==> src/sv/mjt_pkg.sv <==
// Shared types, constants and helpers for the minimum-jerk trajectory generator.
// No dependencies; every other file imports this package.
package mjt_pkg;

    localparam int VAL_W     = 32;
    localparam int STEP_W    = 16;
    localparam int RATE_W    = 16;
    localparam int PH_FRAC   = 28;
    localparam int PH_W      = PH_FRAC + 1;
    localparam int DIV_W     = 56;
    localparam int DIV_CNT_W = $clog2(DIV_W + 1);
    localparam int DEN_W     = STEP_W;
    localparam int MUL_A_W   = 40;
    localparam int MUL_B_W   = 36;
    localparam int MUL_P_W   = MUL_A_W + MUL_B_W;
    localparam int ACC_CLIP_EXP = 40;
    localparam int ADDR_W    = 4;

    localparam logic [32:0] INNER_BASE = 33'(10) << PH_FRAC;
    localparam logic [29:0] PH_ONE2    = 30'(1) << PH_FRAC;
    localparam logic [PH_W-1:0] PH_ONE = PH_W'(1) << PH_FRAC;

    typedef enum logic [3:0] {
        OP_NONE, OP_STEP, OP_DIV_S, OP_S2, OP_S3, OP_U, OP_P, OP_G,
        OP_H, OP_PM, OP_VX, OP_DIV_V, OP_AX, OP_DIV_A1, OP_DIV_A2, OP_EMIT
    } op_t;

    typedef struct packed {
        op_t op;
    } cmd_t;

    typedef struct packed {
        logic active;
        logic div_done;
        logic clip;
        logic out_free;
    } stat_t;

    typedef struct packed {
        logic [VAL_W-1:0]  start_pos;
        logic [VAL_W-1:0]  target_pos;
        logic [RATE_W-1:0] rate;
        logic [STEP_W-1:0] steps;
    } cfg_t;

    typedef enum logic [ADDR_W-3:0] {
        REG_START  = 2'd0,
        REG_TARGET = 2'd1,
        REG_RATE   = 2'd2,
        REG_STEPS  = 2'd3
    } reg_idx_t;

    // Saturate a magnitude with sign to the signed output range; MSB is the clip flag.
    function automatic logic [VAL_W:0] sat_mag(input logic [DIV_W-1:0] mag, input logic neg);
        logic over;
        logic [VAL_W-1:0] val;
        begin
            if (neg) begin
                over = (|mag[DIV_W-1:VAL_W]) || (mag[VAL_W-1] && (|mag[VAL_W-2:0]));
                val  = over ? {1'b1, {(VAL_W-1){1'b0}}} : (~mag[VAL_W-1:0] + 1'b1);
            end else begin
                over = |mag[DIV_W-1:VAL_W-1];
                val  = over ? {1'b0, {(VAL_W-1){1'b1}}} : mag[VAL_W-1:0];
            end
            sat_mag = {over, val};
        end
    endfunction

endpackage

==> src/sv/mjt_div.sv <==
// Restoring divider, one quotient bit per cycle.
// Depends on mjt_pkg.
module mjt_div (
    input  logic                       aclk,
    input  logic                       aresetn,
    input  logic                       start,
    input  logic [mjt_pkg::DIV_W-1:0]  num,
    input  logic [mjt_pkg::DEN_W-1:0]  den,
    output logic                       done,
    output logic [mjt_pkg::DIV_W-1:0]  quo
);
    import mjt_pkg::*;

    logic [DIV_W-1:0]     num_reg, num_next;
    logic [DEN_W-1:0]     rem_reg, rem_next;
    logic [DIV_CNT_W-1:0] cnt_reg, cnt_next;
    logic                 run_reg, run_next;
    logic                 done_reg, done_next;
    logic [DEN_W:0]       rem_sh;
    logic [DEN_W+1:0]     diff;
    logic                 ge;

    assign rem_sh = {rem_reg, num_reg[DIV_W-1]};
    assign diff   = {1'b0, rem_sh} - {2'b00, den};
    assign ge     = !diff[DEN_W+1];

    always_comb begin
        num_next  = num_reg;
        rem_next  = rem_reg;
        cnt_next  = cnt_reg;
        run_next  = run_reg;
        done_next = 1'b0;
        if (start) begin
            num_next = num;
            rem_next = '0;
            cnt_next = DIV_CNT_W'(DIV_W);
            run_next = 1'b1;
        end else if (run_reg) begin
            rem_next = ge ? diff[DEN_W-1:0] : rem_sh[DEN_W-1:0];
            num_next = {num_reg[DIV_W-2:0], ge};
            cnt_next = cnt_reg - 1'b1;
            if (cnt_reg == DIV_CNT_W'(1)) begin
                run_next  = 1'b0;
                done_next = 1'b1;
            end
        end
    end

    always_ff @(posedge aclk) begin
        if (!aresetn) begin
            run_reg  <= 1'b0;
            done_reg <= 1'b0;
            cnt_reg  <= '0;
        end else begin
            run_reg  <= run_next;
            done_reg <= done_next;
            cnt_reg  <= cnt_next;
        end
        num_reg <= num_next;
        rem_reg <= rem_next;
    end

    assign done = done_reg;
    assign quo  = num_reg;

endmodule

==> src/sv/mjt_datapath.sv <==
// Datapath: step state, phase polynomials on a shared multiplier, divider, output beat.
// Depends on mjt_pkg and mjt_div.
module mjt_datapath (
    input  logic                      aclk,
    input  logic                      aresetn,
    input  mjt_pkg::cfg_t             cfg,
    input  mjt_pkg::cmd_t             cmd,
    output mjt_pkg::stat_t            stat,
    input  logic                      s_restart,
    output logic                      m_valid,
    input  logic                      m_ready,
    output logic [mjt_pkg::VAL_W-1:0] m_position,
    output logic [mjt_pkg::VAL_W-1:0] m_velocity,
    output logic [mjt_pkg::VAL_W-1:0] m_acceleration,
    output logic [mjt_pkg::STEP_W-1:0] m_step_index,
    output logic                      m_last_step,
    output logic                      m_saturated
);
    import mjt_pkg::*;

    logic [STEP_W-1:0] step_reg, step_next;
    logic              active_reg, active_next;
    logic [PH_W-1:0]   s_reg, s_next, s2_reg, s2_next, s3_reg, s3_next;
    logic [31:0]       inner_reg, inner_next;
    logic [26:0]       u_reg, u_next;
    logic [29:0]       p_reg, p_next, g_reg, g_next;
    logic [32:0]       hm_reg, hm_next;
    logic [33:0]       pm_reg, pm_next;
    logic [35:0]       x_reg, x_next;
    logic [DIV_W-1:0]  vm_reg, vm_next, am_reg, am_next;
    op_t               dst_reg, dst_next;

    logic              mv_reg, mv_next;
    logic [VAL_W-1:0]  pos_reg, pos_next, vel_reg, vel_next, acc_reg, acc_next;
    logic [STEP_W-1:0] idx_reg, idx_next;
    logic              last_reg, last_next, sat_reg, sat_next;

    logic [STEP_W-1:0] n;
    logic [32:0]       d, dm;
    logic              dneg, hneg, clip;
    logic [29:0]       two_s, wm;
    logic [32:0]       inner;
    logic [MUL_A_W-1:0] mul_a;
    logic [MUL_B_W-1:0] mul_b;
    logic [MUL_P_W-1:0] prod;
    logic [MUL_P_W-PH_FRAC-1:0] sh;
    logic              div_start, div_done;
    logic [DIV_W-1:0]  div_num, div_quo;
    logic [34:0]       pos_sum, pm_ext;
    logic [VAL_W:0]    vel_sat, acc_sat;
    logic              pos_over;

    assign n     = (cfg.steps == '0) ? STEP_W'(1) : cfg.steps;
    assign d     = {cfg.target_pos[VAL_W-1], cfg.target_pos}
                 - {cfg.start_pos[VAL_W-1], cfg.start_pos};
    assign dneg  = d[32];
    assign dm    = dneg ? (~d + 1'b1) : d;
    assign two_s = {s_reg, 1'b0};
    assign hneg  = two_s > PH_ONE2;
    assign wm    = hneg ? (two_s - PH_ONE2) : (PH_ONE2 - two_s);
    assign inner = INNER_BASE + 33'(s2_reg) * 33'd6 - 33'(s_reg) * 33'd15;
    assign clip  = |am_reg[DIV_W-1:ACC_CLIP_EXP];

    always_comb begin
        mul_a = '0;
        mul_b = '0;
        unique case (cmd.op)
            OP_S2:     begin mul_a = MUL_A_W'(s_reg);  mul_b = MUL_B_W'(s_reg); end
            OP_S3:     begin mul_a = MUL_A_W'(s2_reg); mul_b = MUL_B_W'(s_reg); end
            OP_U:      begin mul_a = MUL_A_W'(s_reg);  mul_b = MUL_B_W'(PH_ONE - s_reg); end
            OP_P:      begin mul_a = MUL_A_W'(s3_reg); mul_b = MUL_B_W'(inner_reg); end
            OP_G:      begin
                mul_a = MUL_A_W'(32'(u_reg) * 32'd30);
                mul_b = MUL_B_W'(u_reg);
            end
            OP_H:      begin
                mul_a = MUL_A_W'(32'(u_reg) * 32'd60);
                mul_b = MUL_B_W'(wm);
            end
            OP_PM:     begin mul_a = MUL_A_W'(dm);    mul_b = MUL_B_W'(p_reg); end
            OP_VX:     begin mul_a = MUL_A_W'(dm);    mul_b = MUL_B_W'(g_reg); end
            OP_AX:     begin mul_a = MUL_A_W'(dm);    mul_b = MUL_B_W'(hm_reg); end
            OP_DIV_V,
            OP_DIV_A1: begin mul_a = MUL_A_W'(x_reg); mul_b = MUL_B_W'(cfg.rate); end
            OP_DIV_A2: begin
                mul_a = am_reg[MUL_A_W-1:0];
                mul_b = MUL_B_W'(cfg.rate);
            end
            default:   begin mul_a = '0; mul_b = '0; end
        endcase
    end

    assign prod = mul_a * mul_b;
    assign sh   = prod[MUL_P_W-1:PH_FRAC];

    assign div_start = (cmd.op == OP_DIV_S) || (cmd.op == OP_DIV_V) || (cmd.op == OP_DIV_A1)
                     || ((cmd.op == OP_DIV_A2) && !clip);
    assign div_num   = (cmd.op == OP_DIV_S) ? DIV_W'({step_reg, {PH_FRAC{1'b0}}})
                                            : prod[DIV_W-1:0];

    mjt_div u_div (
        .aclk    (aclk),
        .aresetn (aresetn),
        .start   (div_start),
        .num     (div_num),
        .den     (n),
        .done    (div_done),
        .quo     (div_quo)
    );

    assign pm_ext   = 35'(pm_reg);
    assign pos_sum  = {{3{cfg.start_pos[VAL_W-1]}}, cfg.start_pos}
                    + (dneg ? (~pm_ext + 1'b1) : pm_ext);
    assign pos_over = !((&pos_sum[34:VAL_W-1]) || !(|pos_sum[34:VAL_W-1]));
    assign vel_sat  = sat_mag(vm_reg, dneg);
    assign acc_sat  = sat_mag(am_reg, dneg ^ hneg);

    always_comb begin
        step_next   = step_reg;
        active_next = active_reg;
        s_next      = s_reg;
        s2_next     = s2_reg;
        s3_next     = s3_reg;
        inner_next  = inner_reg;
        u_next      = u_reg;
        p_next      = p_reg;
        g_next      = g_reg;
        hm_next     = hm_reg;
        pm_next     = pm_reg;
        x_next      = x_reg;
        vm_next     = vm_reg;
        am_next     = am_reg;
        dst_next    = dst_reg;
        mv_next     = mv_reg && !m_ready;
        pos_next    = pos_reg;
        vel_next    = vel_reg;
        acc_next    = acc_reg;
        idx_next    = idx_reg;
        last_next   = last_reg;
        sat_next    = sat_reg;

        if (div_start) begin
            dst_next = cmd.op;
        end
        if (div_done) begin
            unique case (dst_reg)
                OP_DIV_S:  s_next  = div_quo[PH_W-1:0];
                OP_DIV_V:  vm_next = div_quo;
                OP_DIV_A1,
                OP_DIV_A2: am_next = div_quo;
                default:   s_next  = s_reg;
            endcase
        end

        unique case (cmd.op)
            OP_STEP: begin
                if (s_restart) begin
                    step_next   = STEP_W'(1);
                    active_next = 1'b1;
                end else if (active_reg) begin
                    if (step_reg < n) begin
                        step_next = step_reg + 1'b1;
                    end else begin
                        active_next = 1'b0;
                    end
                end
            end
            OP_S2:  s2_next = sh[PH_W-1:0];
            OP_S3:  s3_next = sh[PH_W-1:0];
            OP_U: begin
                u_next     = sh[26:0];
                inner_next = inner[31:0];
            end
            OP_P:   p_next  = sh[29:0];
            OP_G:   g_next  = sh[29:0];
            OP_H:   hm_next = sh[32:0];
            OP_PM:  pm_next = sh[33:0];
            OP_VX,
            OP_AX:  x_next  = sh[35:0];
            OP_DIV_A2: begin
                if (clip) begin
                    am_next = DIV_W'(1) << ACC_CLIP_EXP;
                end
            end
            OP_EMIT: begin
                mv_next  = 1'b1;
                idx_next = step_reg;
                if (active_reg) begin
                    pos_next  = pos_over ? (pos_sum[34] ? {1'b1, {(VAL_W-1){1'b0}}}
                                                        : {1'b0, {(VAL_W-1){1'b1}}})
                                         : pos_sum[VAL_W-1:0];
                    vel_next  = vel_sat[VAL_W-1:0];
                    acc_next  = acc_sat[VAL_W-1:0];
                    last_next = (step_reg == n);
                    sat_next  = pos_over || vel_sat[VAL_W] || acc_sat[VAL_W];
                end else begin
                    pos_next  = (step_reg == '0) ? cfg.start_pos : cfg.target_pos;
                    vel_next  = '0;
                    acc_next  = '0;
                    last_next = (step_reg != '0);
                    sat_next  = 1'b0;
                end
            end
            default: begin
                s2_next = s2_reg;
            end
        endcase
    end

    always_ff @(posedge aclk) begin
        if (!aresetn) begin
            step_reg   <= '0;
            active_reg <= 1'b0;
            mv_reg     <= 1'b0;
            dst_reg    <= OP_NONE;
        end else begin
            step_reg   <= step_next;
            active_reg <= active_next;
            mv_reg     <= mv_next;
            dst_reg    <= dst_next;
        end
        s_reg     <= s_next;
        s2_reg    <= s2_next;
        s3_reg    <= s3_next;
        inner_reg <= inner_next;
        u_reg     <= u_next;
        p_reg     <= p_next;
        g_reg     <= g_next;
        hm_reg    <= hm_next;
        pm_reg    <= pm_next;
        x_reg     <= x_next;
        vm_reg    <= vm_next;
        am_reg    <= am_next;
        pos_reg   <= pos_next;
        vel_reg   <= vel_next;
        acc_reg   <= acc_next;
        idx_reg   <= idx_next;
        last_reg  <= last_next;
        sat_reg   <= sat_next;
    end

    assign stat.active   = active_reg;
    assign stat.div_done = div_done;
    assign stat.clip     = clip;
    assign stat.out_free = !mv_reg || m_ready;

    assign m_valid        = mv_reg;
    assign m_position     = pos_reg;
    assign m_velocity     = vel_reg;
    assign m_acceleration = acc_reg;
    assign m_step_index   = idx_reg;
    assign m_last_step    = last_reg;
    assign m_saturated    = sat_reg;

endmodule

==> config.mk <==
export PLATFORM = sky130hd
export DESIGN_NAME = mjt_datapath
export DESIGN_NICKNAME = d
export VERILOG_FILES = /design/src/sv/mjt_pkg.sv /design/src/sv/mjt_div.sv /design/src/sv/mjt_datapath.sv
export SDC_FILE = /design/constraint.sdc
export NUM_CORES = 2
export LEC_CHECK = 0
export ABC_AREA = 1
export BUFFER_PORTS_ARGS = -buffer_cell sky130_fd_sc_hd__buf_2
export CORE_MARGIN = 5
export CORE_UTILIZATION = 44
export CTS_CLUSTER_DIAMETER = 200
export DETAILED_ROUTE_END_ITERATION = 8
export GPL_TIMING_DRIVEN = 0
export HOLD_SLACK_MARGIN = 0.08
export SYNTH_ARGS = -nofsm -noshare
export SYNTH_HDL_FRONTEND = slang
export SYNTH_SLANG_ARGS = --single-unit
==> constraint.sdc <==
create_clock -name aclk -period 29.2 [get_ports aclk]
set_input_delay 0 -clock aclk [delete_from_list [all_inputs] [get_ports aclk]]
set_output_delay 0 -clock aclk [all_outputs]
set_load 0.01 [all_outputs]
==> out/metrics.cfg <==
[logic_synthesis]
synth.cell_area_um2 = 85100
syn_area_per_cell_um2 = 8.61
ys_types = 85
yosys_warnings = 0
seq_area_frac_synth_pct = 21.3
async_reset_ff_share_pct = 0
synth_top_flop_cell = edfxtp_1
syn-instance-count = 9879
synth_edf_count = 535
synth_seq_cells = 637

[global_routing]
overflow = 0
grt_use_total_pct = 33.4
grt.busiest_layer = met2
met1_usage_pct = 46.1
grt_use_met3_pct = 9.04
grt_pass1_wl_um = 492000
grt_start_max_net_pins = 43
grt_pass1_vias = 71900
antenna_found_initial = 19
met2_usage_pct = 50.2

[route]
dr.first_iter.drc_count = 8534
vias = 71700
routedWlPerCell_um = 26.3
viasPerCell = 5.53
drc = 0
ant_nets = 0
drt_pass1_iterations = 9
totalWireLength_um = 341000

[placement]
io_buffers = 221
hpwl_um = 288000
routabilityCongestion = 1.04

[worst_setup_path]
worst-path-buf-inv = 9
cp_max_fo = 10
crit_path_end_kind = register
cp_slowest_cell = nor4_1
crit_top_cell = fa_1
slowest_delay_ps = 1280
cp-start-kind = register
critPathRequiredTime_ps = 29460
cp.arrival_ps = 17000
cp_top_family = adder cells
worstSetupPathType = register to register

[final_layout]
layout-drive-gt1-share_pct = 6.97
final_cell_mix = 2283 x inv_1, 2019 x nand2_1, 1367 x fa_1
num-fill-cells = 18700
final_common_cell = inv_1
synthToLayoutAreaGrowth_pct = 10.3
layout.nets = 12300
final_core_util_pct = 48.8

[sta]
setup_tns_ps = 0
finalCritPeriodShare_pct = 57.3
finalSetupViolCount = 0
drv_slew = 45
skew_ps = 64.0
whs_ps = 116
period_needed_ps = 16750
relSlewSlack_pct = -7.31
worst_pin_slew_ps = 1600
rsz0062_at_grt = no
hold_viol = 0
fmax_mhz = 59.7

[clock_network]
htree_levels = 3
clock_latency_ps = 700
ctsRootBufferMaster = clkbuf_16
cts.clk_slew.worst_paths_ps = 70
cts_num_sinks = 637
clockBufferDepth = 3
numCtsBuffers = 69
cts_tree = done
cts_resized = 0

[floorplan]
die_w_um = 450
coreArea_um2 = 192000
rows = 161
initial_core_util_pct = 44.2
die_h_um = 450
dieArea_um2 = 202000
io_pins = 223

[outcome]
outcome = finished with violations
failed_checks = capacitance limit, slew limit

[worst_hold_path]
hp-class = primary input to register

[flow_run]
maxCapViolations = 9

==> stage by stage <==
step / worst slack [ps] / std cells / area [µm²]
after global routing: 12220 / 13000 / 93800
after global placement: 13010 / 12700 / 89600
after CTS: 13000 / 13000 / 93800
final: 12450 / 13000 / 93800
after floorplan: 18900 / 9955 / 85300
after detailed placement: 13040 / 12700 / 90300
==> Yosys cell counts (24+ instances only) <==
cell type     n  share of area [%]
a21oi_1     365                2.1
a31oi_1      33               0.24
inv_1      2284                 10
buf_2       119               0.70
edfxtp_1    535                 19
nand4_1      54               0.40
o221ai_1     28               0.29
xnor2_1      93               0.96
ha_1        489                7.2
nand2_1    2020                8.9
a211oi_1     37               0.33
dfxtp_1     102                2.4
clkbuf_1    149               0.66
o211ai_1     73               0.64
xor2_1      194                2.0
buf_4        37               0.33
nor2_1      777                3.4
a221oi_1     44               0.45
and2_1       24               0.18
nor4_1       39               0.29
inv_2        34               0.15
fa_1       1367                 32
o21ai_1      60               0.35
o21ai_0     325                1.9
nor3_1       62               0.36
nand3_1     195                1.1
==> logic make-up (layout without fill, tap and decap cells) <==
logic type / Yosys count / count (layout) / synth area share, %
buffers and inverters: 2672 / 3150 / 12.3
other: 2 / 87 / 0.00883
AO/OA/AOI/OAI: 1149 / 1149 / 8.27
flip-flops: 637 / 637 / 21.3
XOR/XNOR: 293 / 293 / 3.08
adder cells (fa/ha/maj): 1856 / 1856 / 39.4
AND/OR/NAND/NOR: 3270 / 3270 / 15.7
==> per-layer routing <==
metal / share of wire [%] / vias to the layer above / wire length [µm]
met3: 12 / 649 / 39500
li1: - / 31200 / -
met5: 0.043 / - / 146
met4: 5.0 / 20 / 17000
met2: 43 / 3796 / 147000
met1: 40 / 36000 / 138000
==> worst paths after layout <==
path	start	slack [ps]	cells past startpoint	to
worst max-delay path	u_reg[4]	12450	44	x_reg[33]
worst min-delay path	cfg[84]	120	6	m_position[20]
worst min register to register	u_div.quo[43]	450	0	vm_reg[43]
worst max register to register	u_reg[4]	12450	44	x_reg[33]
==> area by class of cell <==
| type | count | area (µm²) | share of cell area, % |
|---|---|---|---|
| Inverter | 2331 | 8760 | 9.33 |
| Timing Repair Buffer | 351 | 2600 | 2.77 |
| Clock buffer | 80 | 1790 | 1.91 |
| Buffer | 341 | 1710 | 1.83 |
| Sequential cell | 637 | 18100 | 19.3 |
| Antenna cell | 9 | 22.5 | 0.0240 |
| Multi-Input combinational cell | 6646 | 57000 | 60.7 |
| Clock inverter | 47 | 721 | 0.768 |
| Tap cell | 2526 | 3160 | 3.37 |
==> worst reg2reg max path, delay by kind of cell, from the launching register on <==
kind | cells | cell delay (ps)
compound gates | 10 | 2950
xor+xnor | 2 | 1520
fa+ha+maj | 12 | 5940
buf+inv | 9 | 2040
flops | 1 | 430
simple gates | 11 | 3460
==> timing repair <==
item | 4_1_cts | 5_1_grt
hold buffers | 95 | 0
endpoints found under the hold margin | 117 | 0
setup endpoints to repair | 0 | 0
buffers inserted | 0 | 0
Power is not shown: default switching activity piles up to over one toggle a cycle in this logic, so the estimate is an artifact.
