`src/sv/mjt_pkg.sv`:
```
// Shared types, constants and helpers for the minimum-jerk trajectory generator.
// No dependencies; every other file imports this package.
package mjt_pkg;

    localparam int VAL_W     = 32;
    localparam int STEP_W    = 16;
    localparam int RATE_W    = 16;
    localparam int PH_FRAC   = 28;
    localparam int PH_W      = PH_FRAC + 1;
    localparam int DIV_W     = 56;
    localparam int DIV_CNT_W = $clog2(DIV_W + 1);
    localparam int DEN_W     = STEP_W;
    localparam int MUL_A_W   = 40;
    localparam int MUL_B_W   = 36;
    localparam int MUL_P_W   = MUL_A_W + MUL_B_W;
    localparam int ACC_CLIP_EXP = 40;
    localparam int ADDR_W    = 4;

    localparam logic [32:0] INNER_BASE = 33'(10) << PH_FRAC;
    localparam logic [29:0] PH_ONE2    = 30'(1) << PH_FRAC;
    localparam logic [PH_W-1:0] PH_ONE = PH_W'(1) << PH_FRAC;

    typedef enum logic [3:0] {
        OP_NONE, OP_STEP, OP_DIV_S, OP_S2, OP_S3, OP_U, OP_P, OP_G,
        OP_H, OP_PM, OP_VX, OP_DIV_V, OP_AX, OP_DIV_A1, OP_DIV_A2, OP_EMIT
    } op_t;

    typedef struct packed {
        op_t op;
    } cmd_t;

    typedef struct packed {
        logic active;
        logic div_done;
        logic clip;
        logic out_free;
    } stat_t;

    typedef struct packed {
        logic [VAL_W-1:0]  start_pos;
        logic [VAL_W-1:0]  target_pos;
        logic [RATE_W-1:0] rate;
        logic [STEP_W-1:0] steps;
    } cfg_t;

    typedef enum logic [ADDR_W-3:0] {
        REG_START  = 2'd0,
        REG_TARGET = 2'd1,
        REG_RATE   = 2'd2,
        REG_STEPS  = 2'd3
    } reg_idx_t;

    // Saturate a magnitude with sign to the signed output range; MSB is the clip flag.
    function automatic logic [VAL_W:0] sat_mag(input logic [DIV_W-1:0] mag, input logic neg);
        logic over;
        logic [VAL_W-1:0] val;
        begin
            if (neg) begin
                over = (|mag[DIV_W-1:VAL_W]) || (mag[VAL_W-1] && (|mag[VAL_W-2:0]));
                val  = over ? {1'b1, {(VAL_W-1){1'b0}}} : (~mag[VAL_W-1:0] + 1'b1);
            end else begin
                over = |mag[DIV_W-1:VAL_W-1];
                val  = over ? {1'b0, {(VAL_W-1){1'b1}}} : mag[VAL_W-1:0];
            end
            sat_mag = {over, val};
        end
    endfunction

endpackage

```
`src/sv/mjt_ctrl.sv`:
```
// Controller state machine: sequences the datapath operations for one tick.
// Depends on mjt_pkg.
module mjt_ctrl (
    input  logic           aclk,
    input  logic           aresetn,
    input  logic           s_valid,
    output logic           s_ready,
    input  mjt_pkg::stat_t stat,
    output mjt_pkg::cmd_t  cmd
);
    import mjt_pkg::*;

    typedef enum logic [19:0] {
        S_IDLE    = 20'h00001,
        S_CHECK   = 20'h00002,
        S_DIV_S   = 20'h00004,
        S_WAIT_S  = 20'h00008,
        S_S2      = 20'h00010,
        S_S3      = 20'h00020,
        S_U       = 20'h00040,
        S_P       = 20'h00080,
        S_G       = 20'h00100,
        S_H       = 20'h00200,
        S_PM      = 20'h00400,
        S_VX      = 20'h00800,
        S_DIV_V   = 20'h01000,
        S_WAIT_V  = 20'h02000,
        S_AX      = 20'h04000,
        S_DIV_A1  = 20'h08000,
        S_WAIT_A1 = 20'h10000,
        S_DIV_A2  = 20'h20000,
        S_WAIT_A2 = 20'h40000,
        S_EMIT    = 20'h80000
    } state_t;

    state_t state_reg, state_next;

    always_comb begin
        state_next = state_reg;
        cmd.op     = OP_NONE;
        unique case (state_reg)
            S_IDLE: begin
                if (s_valid) begin
                    cmd.op     = OP_STEP;
                    state_next = S_CHECK;
                end
            end
            S_CHECK:   state_next = stat.active ? S_DIV_S : S_EMIT;
            S_DIV_S:   begin cmd.op = OP_DIV_S; state_next = S_WAIT_S; end
            S_WAIT_S:  if (stat.div_done) begin state_next = S_S2; end
            S_S2:      begin cmd.op = OP_S2; state_next = S_S3; end
            S_S3:      begin cmd.op = OP_S3; state_next = S_U; end
            S_U:       begin cmd.op = OP_U;  state_next = S_P; end
            S_P:       begin cmd.op = OP_P;  state_next = S_G; end
            S_G:       begin cmd.op = OP_G;  state_next = S_H; end
            S_H:       begin cmd.op = OP_H;  state_next = S_PM; end
            S_PM:      begin cmd.op = OP_PM; state_next = S_VX; end
            S_VX:      begin cmd.op = OP_VX; state_next = S_DIV_V; end
            S_DIV_V:   begin cmd.op = OP_DIV_V; state_next = S_WAIT_V; end
            S_WAIT_V:  if (stat.div_done) begin state_next = S_AX; end
            S_AX:      begin cmd.op = OP_AX; state_next = S_DIV_A1; end
            S_DIV_A1:  begin cmd.op = OP_DIV_A1; state_next = S_WAIT_A1; end
            S_WAIT_A1: if (stat.div_done) begin state_next = S_DIV_A2; end
            S_DIV_A2: begin
                cmd.op     = OP_DIV_A2;
                state_next = stat.clip ? S_EMIT : S_WAIT_A2;
            end
            S_WAIT_A2: if (stat.div_done) begin state_next = S_EMIT; end
            S_EMIT: begin
                if (stat.out_free) begin
                    cmd.op     = OP_EMIT;
                    state_next = S_IDLE;
                end
            end
            default:   state_next = S_IDLE;
        endcase
    end

    always_ff @(posedge aclk) begin
        if (!aresetn) begin
            state_reg <= S_IDLE;
        end else begin
            state_reg <= state_next;
        end
    end

    assign s_ready = (state_reg == S_IDLE);

endmodule

```
`config.mk`:
```
export PLATFORM = sky130hd
export DESIGN_NAME = mjt_ctrl
export DESIGN_NICKNAME = d
export VERILOG_FILES = /design/src/sv/mjt_pkg.sv /design/src/sv/mjt_ctrl.sv
export SDC_FILE = /design/constraint.sdc
export NUM_CORES = 1
export LEC_CHECK = 0
export BUFFER_PORTS_ARGS = -buffer_cell sky130_fd_sc_hd__clkbuf_2
export CELL_PAD_IN_SITES_DETAIL_PLACEMENT = 2
export CELL_PAD_IN_SITES_GLOBAL_PLACEMENT = 2
export CORE_ASPECT_RATIO = 0.5
export CORE_MARGIN = 2
export CORE_UTILIZATION = 36
export CTS_BUF_LIST = sky130_fd_sc_hd__clkbuf_2
export CTS_CLUSTER_DIAMETER = 60
export DETAILED_ROUTE_END_ITERATION = 8
export HOLD_SLACK_MARGIN = 0.12
export PLACE_DENSITY_LB_ADDON = 0.12
export SYNTH_ARGS = -nofsm -noshare
export SYNTH_HDL_FRONTEND = slang
export SYNTH_SLANG_ARGS = --single-unit
export TNS_END_PERCENT = 10
```
`constraint.sdc`:
```
create_clock -name aclk -period 3.25 [get_ports aclk]
set_clock_uncertainty 0.2 [all_clocks]
set_input_delay 0.65 -clock aclk [delete_from_list [all_inputs] [get_ports aclk]]
set_output_delay 0.65 -clock aclk [all_outputs]
set_load 0.05 [all_outputs]
```
==> results of run 1 <==
cell usage after synthesis, types with 2 or more instances:
library cell  count  area [um^2]
xor2_1            2         17.5
a21oi_1           3         15.0
o22ai_1           2         12.5
nand2b_1          4         25.0
nor2b_1           5         31.3
and4b_1           2         20.0
nand2_1          10         37.5
nor4_1            9         56.3
o211ai_1          3         22.5
dfxtp_1          20          400
nor2_1           20         75.1
or4_4             4         45.0
nand3_1           6         30.0
xnor2_1           5         43.8
and2_1            3         18.8
nor3b_1           2         15.0
or4_1             2         15.0
nand4_1           3         18.8
a31oi_1           2         12.5
o21ai_0           3         15.0
inv_1             6         22.5
nor4_2            3         37.5
clkbuf_1          5         18.8
and3_1            3         18.8
nor3_1            6         30.0
routing by layer:
metal | up-vias | part of all wire | global-route usage
met1 | 717 | 0.46 | 0.394
met5 | - | 0 | 0
li1 | 637 | - | -
met4 | 0 | 0.014 | 0.0688
met2 | 55 | 0.46 | 0.588
met3 | 10 | 0.060 | 0.0978
cell usage in the layout (no fill, tap or decap), drive strengths merged, types with 3 or more instances in the layout:
cell,Yosys,routed
buf,1,32
nor2,20,20
dfxtp,20,20
nor4,13,13
clkbuf,6,12
nand2,10,10
inv,6,6
nand3,6,6
nor3,6,6
or4,6,6
nor2b,5,5
xnor2,5,5
nand2b,4,4
a21oi,4,4
o21ai,4,4
and2,3,3
o211ai,3,3
nand4,3,3
and3,3,3
critical path, cell delays in order (launching register included):
cell and delay (ns):
dfxtp_1 0.39, buf_4 0.17, or4_1 0.58, or3_4 0.46, nor4_4 0.30, a2111oi_1 0.12
o211ai_1 0.14, clkbuf_8 0.23
worst max path at each step:
| stage | startpoint | end | slack [ns] |
|---|---|---|---|
| CTS | state_reg[0]$_SDFFE_PN1P_ | cmd[0] | -0.29 |
| detailed placement | state_reg[0]$_SDFFE_PN1P_ | cmd[1] | -0.16 |
| finish | state_reg[19]$_SDFFE_PN0P_ | cmd[0] | -0.33 |
| global placement | state_reg[12]$_SDFFE_PN0P_ | cmd[1] | -0.06 |
| floorplan | state_reg[13]$_SDFFE_PN0P_ | cmd[0] | 0.05 |
| global route | state_reg[0]$_SDFFE_PN1P_ | cmd[0] | -0.41 |
what timing repair did:
item | 4_1_cts | 5_1_grt
gates resized for setup | 16 | 13
setup buffers | 0 | 0
endpoints found under the setup margin | 5 | 5
pin swaps | 2 | 3
hold buffers | 0 | 0
power by group through the flow:
stage	clock, W	sequential, W	combinational (W)
after floorplan	0	0.000271	0.000201
after global placement	0	0.000266	0.000304
after detailed placement	0	0.000269	0.000321
after CTS	0.000109	0.000264	0.000352
after global routing	0.000118	0.000266	0.000397
final	0.000108	0.000265	0.000379
kinds of logic after synthesis:
group	share of synthesized area
AND/OR/NAND/NOR	0.467
flip-flops	0.325
buffers and inverters	0.0416
AO/OA/AOI/OAI	0.108
multiplexers	0.00914
XOR/XNOR	0.0497
metrics by stage:
step                power [W]  instances  area [um^2]
global route         0.000781        230         1680
floorplan            0.000471        153         1230
finish               0.000752        230         1680
CTS                  0.000725        230         1620
global placement     0.000570        227         1530
detailed placement   0.000590        227         1530
cell type report:
cell class	instances	area, um^2
Multi-Input combinational cell	120	871
Sequential cell	20	403
Timing Repair Buffer	41	317
Inverter	6	22.5
Clock buffer	3	15.0
Fill cell	339	1460
Tap cell	40	50.0
==> key figures, run 1 <==
Status
  – Status: finished with violations
  – Failing checks: negative setup slack

Pwr
  – Peak VDD IR: 0.386 mV
  – Switching power: 0.000319 W
  – Net Sw Frac: 0.424
  – Cell Pwr Density: 448 nW/um^2
  – Leakage: 0.680 nW
  – Logic pwr share: 0.504
  – Clock share of power: 0.144
  – Internal power: 0.000433 W
  – Seq pwr share: 0.352

Setup path
  – Crit start category: flip-flop
  – Worst Setup End Kind: output pin
  – WP data required: 2.40 ns
  – Worst R2R End: state_reg[16]$_SDFFE_PN0P_
  – FF-to-FF Start: state_reg[19]$_SDFFE_PN0P_
  – Reg2reg setup slack: 0.45 ns
  – Arr. time, crit path: 2.73 ns
  – Crit path max fanout: 7
  – Crit Path Class: reg -> out
  – R2R depth: 8

GRT
  – Initial antenna violation count: 0
  – GR Overflow Total: 0
  – Vias in the first global route: 1610
  – GRT Total Usage: 0.325
  – Largest net degree at the start of global routing: 11
  – First-pass GRT wire length: 9.12 mm

Synth
  – Ys async rst share: 0
  – Synthesized flop and latch total: 20
  – Ys Warns: 0
  – Dominant synthesized flop cell: dfxtp_1
  – Cell Area, Synth: 1230 um^2
  – Syn_nets: 160
  – Synth Area per Inst: 8.06 um^2
  – Gate Count Post-Synth: 153
  – Number of synthesized flops with an enable pin: 0
  – Seq/Total Area, Yosys: 0.325
  – Count of cell types in the netlist: 45

Floorplanning
  – Die height: 45.4 um
  – I/O pin count: 12
  – Die footprint: 3940 um^2
  – Die width: 86.7 um
  – Core ar.: 3140 um^2
  – Initial core utilization: 0.393
  – # rows: 14

Clock tree
  – CTS tree: built
  – Max clock buf depth: 2
  – Clk_lat worst skew: 0.34 ns
  – Clk sinks: 20
  – Clock slew at the register clock pins of the worst setup and hold paths: 0.19 ns
  – Clk root buf: clkbuf_2
  – CTS Buf Count: 3
  – CTS H-Tree Depth: 1

Routing
  – Vias per inst: 6.17
  – Final ANT Viol Nets: 0
  – DRC Markers: 0
  – Routed WL: 5.96 mm
  – DRT iter0 DRCs: 53
  – Via count: 1419
  – Pre-antenna DRT Iters: 4
  – Average routed wire per standard cell: 25.9 um

Layout
  – Post-layout util: 0.535
  – Syn-to-layout area delta: 36.1%
  – Ant. Diodes: 0
  – Nets: 199
  – Largest register FFs: 20
  – Fraction of layout cells with a size suffix above 1: 0.353

Placement
  – Gp weighted congestion: 0.866
  – Place WS: -0.157 ns
  – DP HPWL: 4.36 mm
  – I/O Buffers: 11

Min path
  – Worst Hold Class: in -> reg
  – Hold Crit Start: stat[3]
  – Hold Crit Depth: 2
  – Worst Hold End: state_reg[2]$_SDFFE_PN0P_

STA
  – WHS: 0.383 ns
  – Fmax: 0.279 GHz
  – Pins over their slew limit: 0
  – Fin. Hold Viols: 0
  – Setup TNS: -0.978 ns
  – RSZ-0062 raised after global routing: yes
  – Final worst setup slack: -0.332 ns
  – Min cycle time layout: 3.58 ns
  – Slew headroom: 0.679
  – Worst Tran Pin Value: 0.479 ns
  – Setup violations, final: 5
  – Crit share post-route: 1.10

Flow run
  – Max_cap viols: 0
Note: power is estimated with default switching activity, not from simulation.
==> run 2, diff against run 1 <==
- BUFFER_PORTS_ARGS: -buffer_cell sky130_fd_sc_hd__clkbuf_2 -> -buffer_cell sky130_fd_sc_hd__buf_2
- SLEW_MARGIN: default -> 25
==> run 2 against run 1 <==
Compared with the run above: routed wire length up 14%; the flow still finishes with violations (negative setup slack); design area rose by 0.22%; critical endpoint unchanged; register-to-register slack lost 0.20 ns; die area unchanged; global-route usage grew 0.91 points; clock power rose by 7%; largest cell class unchanged.
==> key figures, run 2 (synthesized netlist as in run 1, its figures left out) <==
Status
  – Status: finished with violations
  – Failing checks: negative setup slack

Setup path
  – Crit path max fanout: 4 (-3)
  – WP data required: 2.40 ns (about the same)
  – Arr. time, crit path: 2.68 ns (-0.05 ns)
  – CP max stage delay: 0.54 ns (-0.04 ns)
  – Crit start category: flip-flop
  – Crit path launch: state_reg[11]$_SDFFE_PN0P_
  – CP Cell Sequence: or4_4 > or2_4 > or3_4 > nor4_4 > a2111oi_1 > o211ai_1 > buf_4
  – Slowest-stage cell, CP: or4_4
  – FF-to-FF Start: state_reg[12]$_SDFFE_PN0P_
  – Worst Setup End Kind: output pin
  – Crit Path Class: reg -> out
  – Reg2reg setup slack: 0.25 ns (-0.20 ns)

Placement
  – Place WS: -0.124 ns (+0.0328 ns)
  – DP HPWL: 4.26 mm (-2.3%)
  – Post-DP Area: 1520 um^2 (-0.98%)
  – DP Cell Count: 225 (-0.88%)
  – I/O Buffers: 11 (unchanged)
  – Gp weighted congestion: 0.910 (+5.2%)

Layout
  – Ant. Diodes: 0 (unchanged)
  – Most frequent cells in the layout: buf_4, nor2_1, dfxtp_1, nand2_1
  – Fraction of layout cells with a size suffix above 1: 0.376 (+0.0230)
  – Largest register FFs: 20 (unchanged)
  – Most common cell after layout, fill and taps aside: buf_4
  – Syn-to-layout area delta: 36.4%
  – Post-layout util: 0.536 (+0.00120)
  – Nets: 198 (-0.50%)
  – Final non-filler cell area: 1680 um^2 (+0.22%)
  – Cell Count, Final, Fillers Out: 229 (-0.43%)

Floorplanning
  – I/O pin count: 12 (unchanged)
  – # rows: 14 (unchanged)
  – Die height: 45.4 um (unchanged)
  – Die width: 86.7 um (unchanged)
  – Core ar.: 3140 um^2 (unchanged)
  – Die footprint: 3940 um^2 (unchanged)
  – Initial core utilization: 0.393 (unchanged)

Routing
  – DRC Markers: 0 (unchanged)
  – Average routed wire per standard cell: 29.7 um (+15%)
  – Routed WL: 6.80 mm (+14%)
  – Vias per inst: 6.62 (+7.2%)
  – Final ANT Viol Nets: 0 (unchanged)
  – Pre-antenna DRT Iters: 4 (unchanged)
  – DRT iter0 DRCs: 154 (+190%)
  – Via count: 1515 (+6.8%)

Pwr
  – Logic pwr share: 0.517 (+0.013)
  – Net Sw Frac: 0.442 (+0.0174)
  – Switching power: 0.000349 W (+9.2%)
  – Cell Pwr Density: 469 nW/um^2 (+4.7%)
  – Peak VDD IR: 0.322 mV (-17%)
  – Leakage: 0.677 nW (-0.43%)
  – Internal power: 0.000440 W (+1.8%)
  – Seq pwr share: 0.335 (-0.017)
  – Clock share of power: 0.147 (+0.003)

GRT
  – Initial antenna violation count: 0 (unchanged)
  – Largest net degree at the start of global routing: 11 (unchanged)
  – Vias in the first global route: 1548 (-3.9%)
  – GR Overflow Total: 0 (unchanged)
  – First-pass GRT wire length: 9.23 mm (+1.1%)
  – GRT Total Usage: 0.334 (+0.00906)

Clock tree
  – Hold buffers post-CTS: 0 (unchanged)
  – CTS tree: built
  – Clk sinks: 20 (unchanged)
  – Clk root buf: clkbuf_2
  – CTS H-Tree Depth: 1 (unchanged)
  – Max clock buf depth: 2 (unchanged)
  – Clock slew at the register clock pins of the worst setup and hold paths: 0.21 ns (+0.02 ns)
  – Clk_lat worst skew: 0.38 ns (+0.04 ns)
  – CTS Buf Count: 3 (unchanged)

STA
  – Fmax: 0.283 GHz (+1.5%)
  – Pins over their slew limit: 0 (unchanged)
  – Final worst setup slack: -0.280 ns (+0.0526 ns)
  – Crit share post-route: 1.09 (-0.0162)
  – Worst Tran Pin Value: 0.554 ns (+0.0752 ns)
  – Fin. Hold Viols: 0 (unchanged)
  – Min cycle time layout: 3.53 ns (-0.0526 ns)
  – RSZ-0062 raised after global routing: yes
  – Setup violations, final: 5 (unchanged)
  – Slew headroom: 0.629 (-0.0493)
  – Setup TNS: -0.991 ns (-0.0128 ns)

Flow run
  – Max_cap viols: 0 (unchanged)

Min path
  – Worst Hold Class: in -> reg
  – Hold Crit Start: stat[3]
## run 2: changes by cell type in the layout (fill, tap and decap cells not counted), moves of 2 or more
cell,change
clkbuf_2,-6
clkbuf_8,-2
buf_2,+6
buf_6,+3
## run 2: repair_timing
action	CTS	global route
setup buffers	1	0
pin swaps	8	0
gates resized for setup	28	4
setup endpoints to repair	5	5
## run 2: final cells by class
type	count	area, um^2
clock buffer	3	15.0
fill	334	1450
inverter	6	22.5
multi-input combinational	120	890
sequential	20	404
tap	40	50.0
timing repair buffer	40	300
## run 2: worst max-delay path, delay by kind of cell, from the launching register on
family,cells,cell delay [ns]
compound gates,2,0.24
buf+inv,1,0.23
flops,1,0.38
simple gates,4,1.45
## run 2: power groups by stage
| stage | combinational [W] | clock, W | sequential [W] |
|---|---|---|---|
| after floorplan | 0.000201 | 0 | 0.000271 |
| after global placement | 0.000301 | 0 | 0.000266 |
| after detailed placement | 0.000323 | 0 | 0.000267 |
| after CTS | 0.000373 | 0.000109 | 0.000262 |
| after global routing | 0.000421 | 0.000124 | 0.000265 |
| final | 0.000408 | 0.000116 | 0.000265 |
## run 2: worst paths after layout
check / endpoint / depth (start not counted)
setup / recovery: cmd[0] / 7
hold / removal: state_reg[2]$_SDFFE_PN0P_ / 2
setup reg to reg: state_reg[13]$_SDFFE_PN0P_ / 8
hold reg to reg: state_reg[14]$_SDFFE_PN0P_ / 2
## run 2: stage by stage
stage               total power [W]  hold slack (ns)
detailed placement         0.000590            0.365
global route               0.000811            0.307
finish                     0.000789            0.313
CTS                        0.000743            0.350
global placement           0.000567            0.336
floorplan                  0.000471            0.291
## run 2: routing by layer
layer	share of wire	GRT usage	wire (um)
met1	0.43	0.443	2960
met2	0.45	0.560	3080
met3	0.089	0.0870	603
met4	0.024	0.0750	161
met5	0	0	0
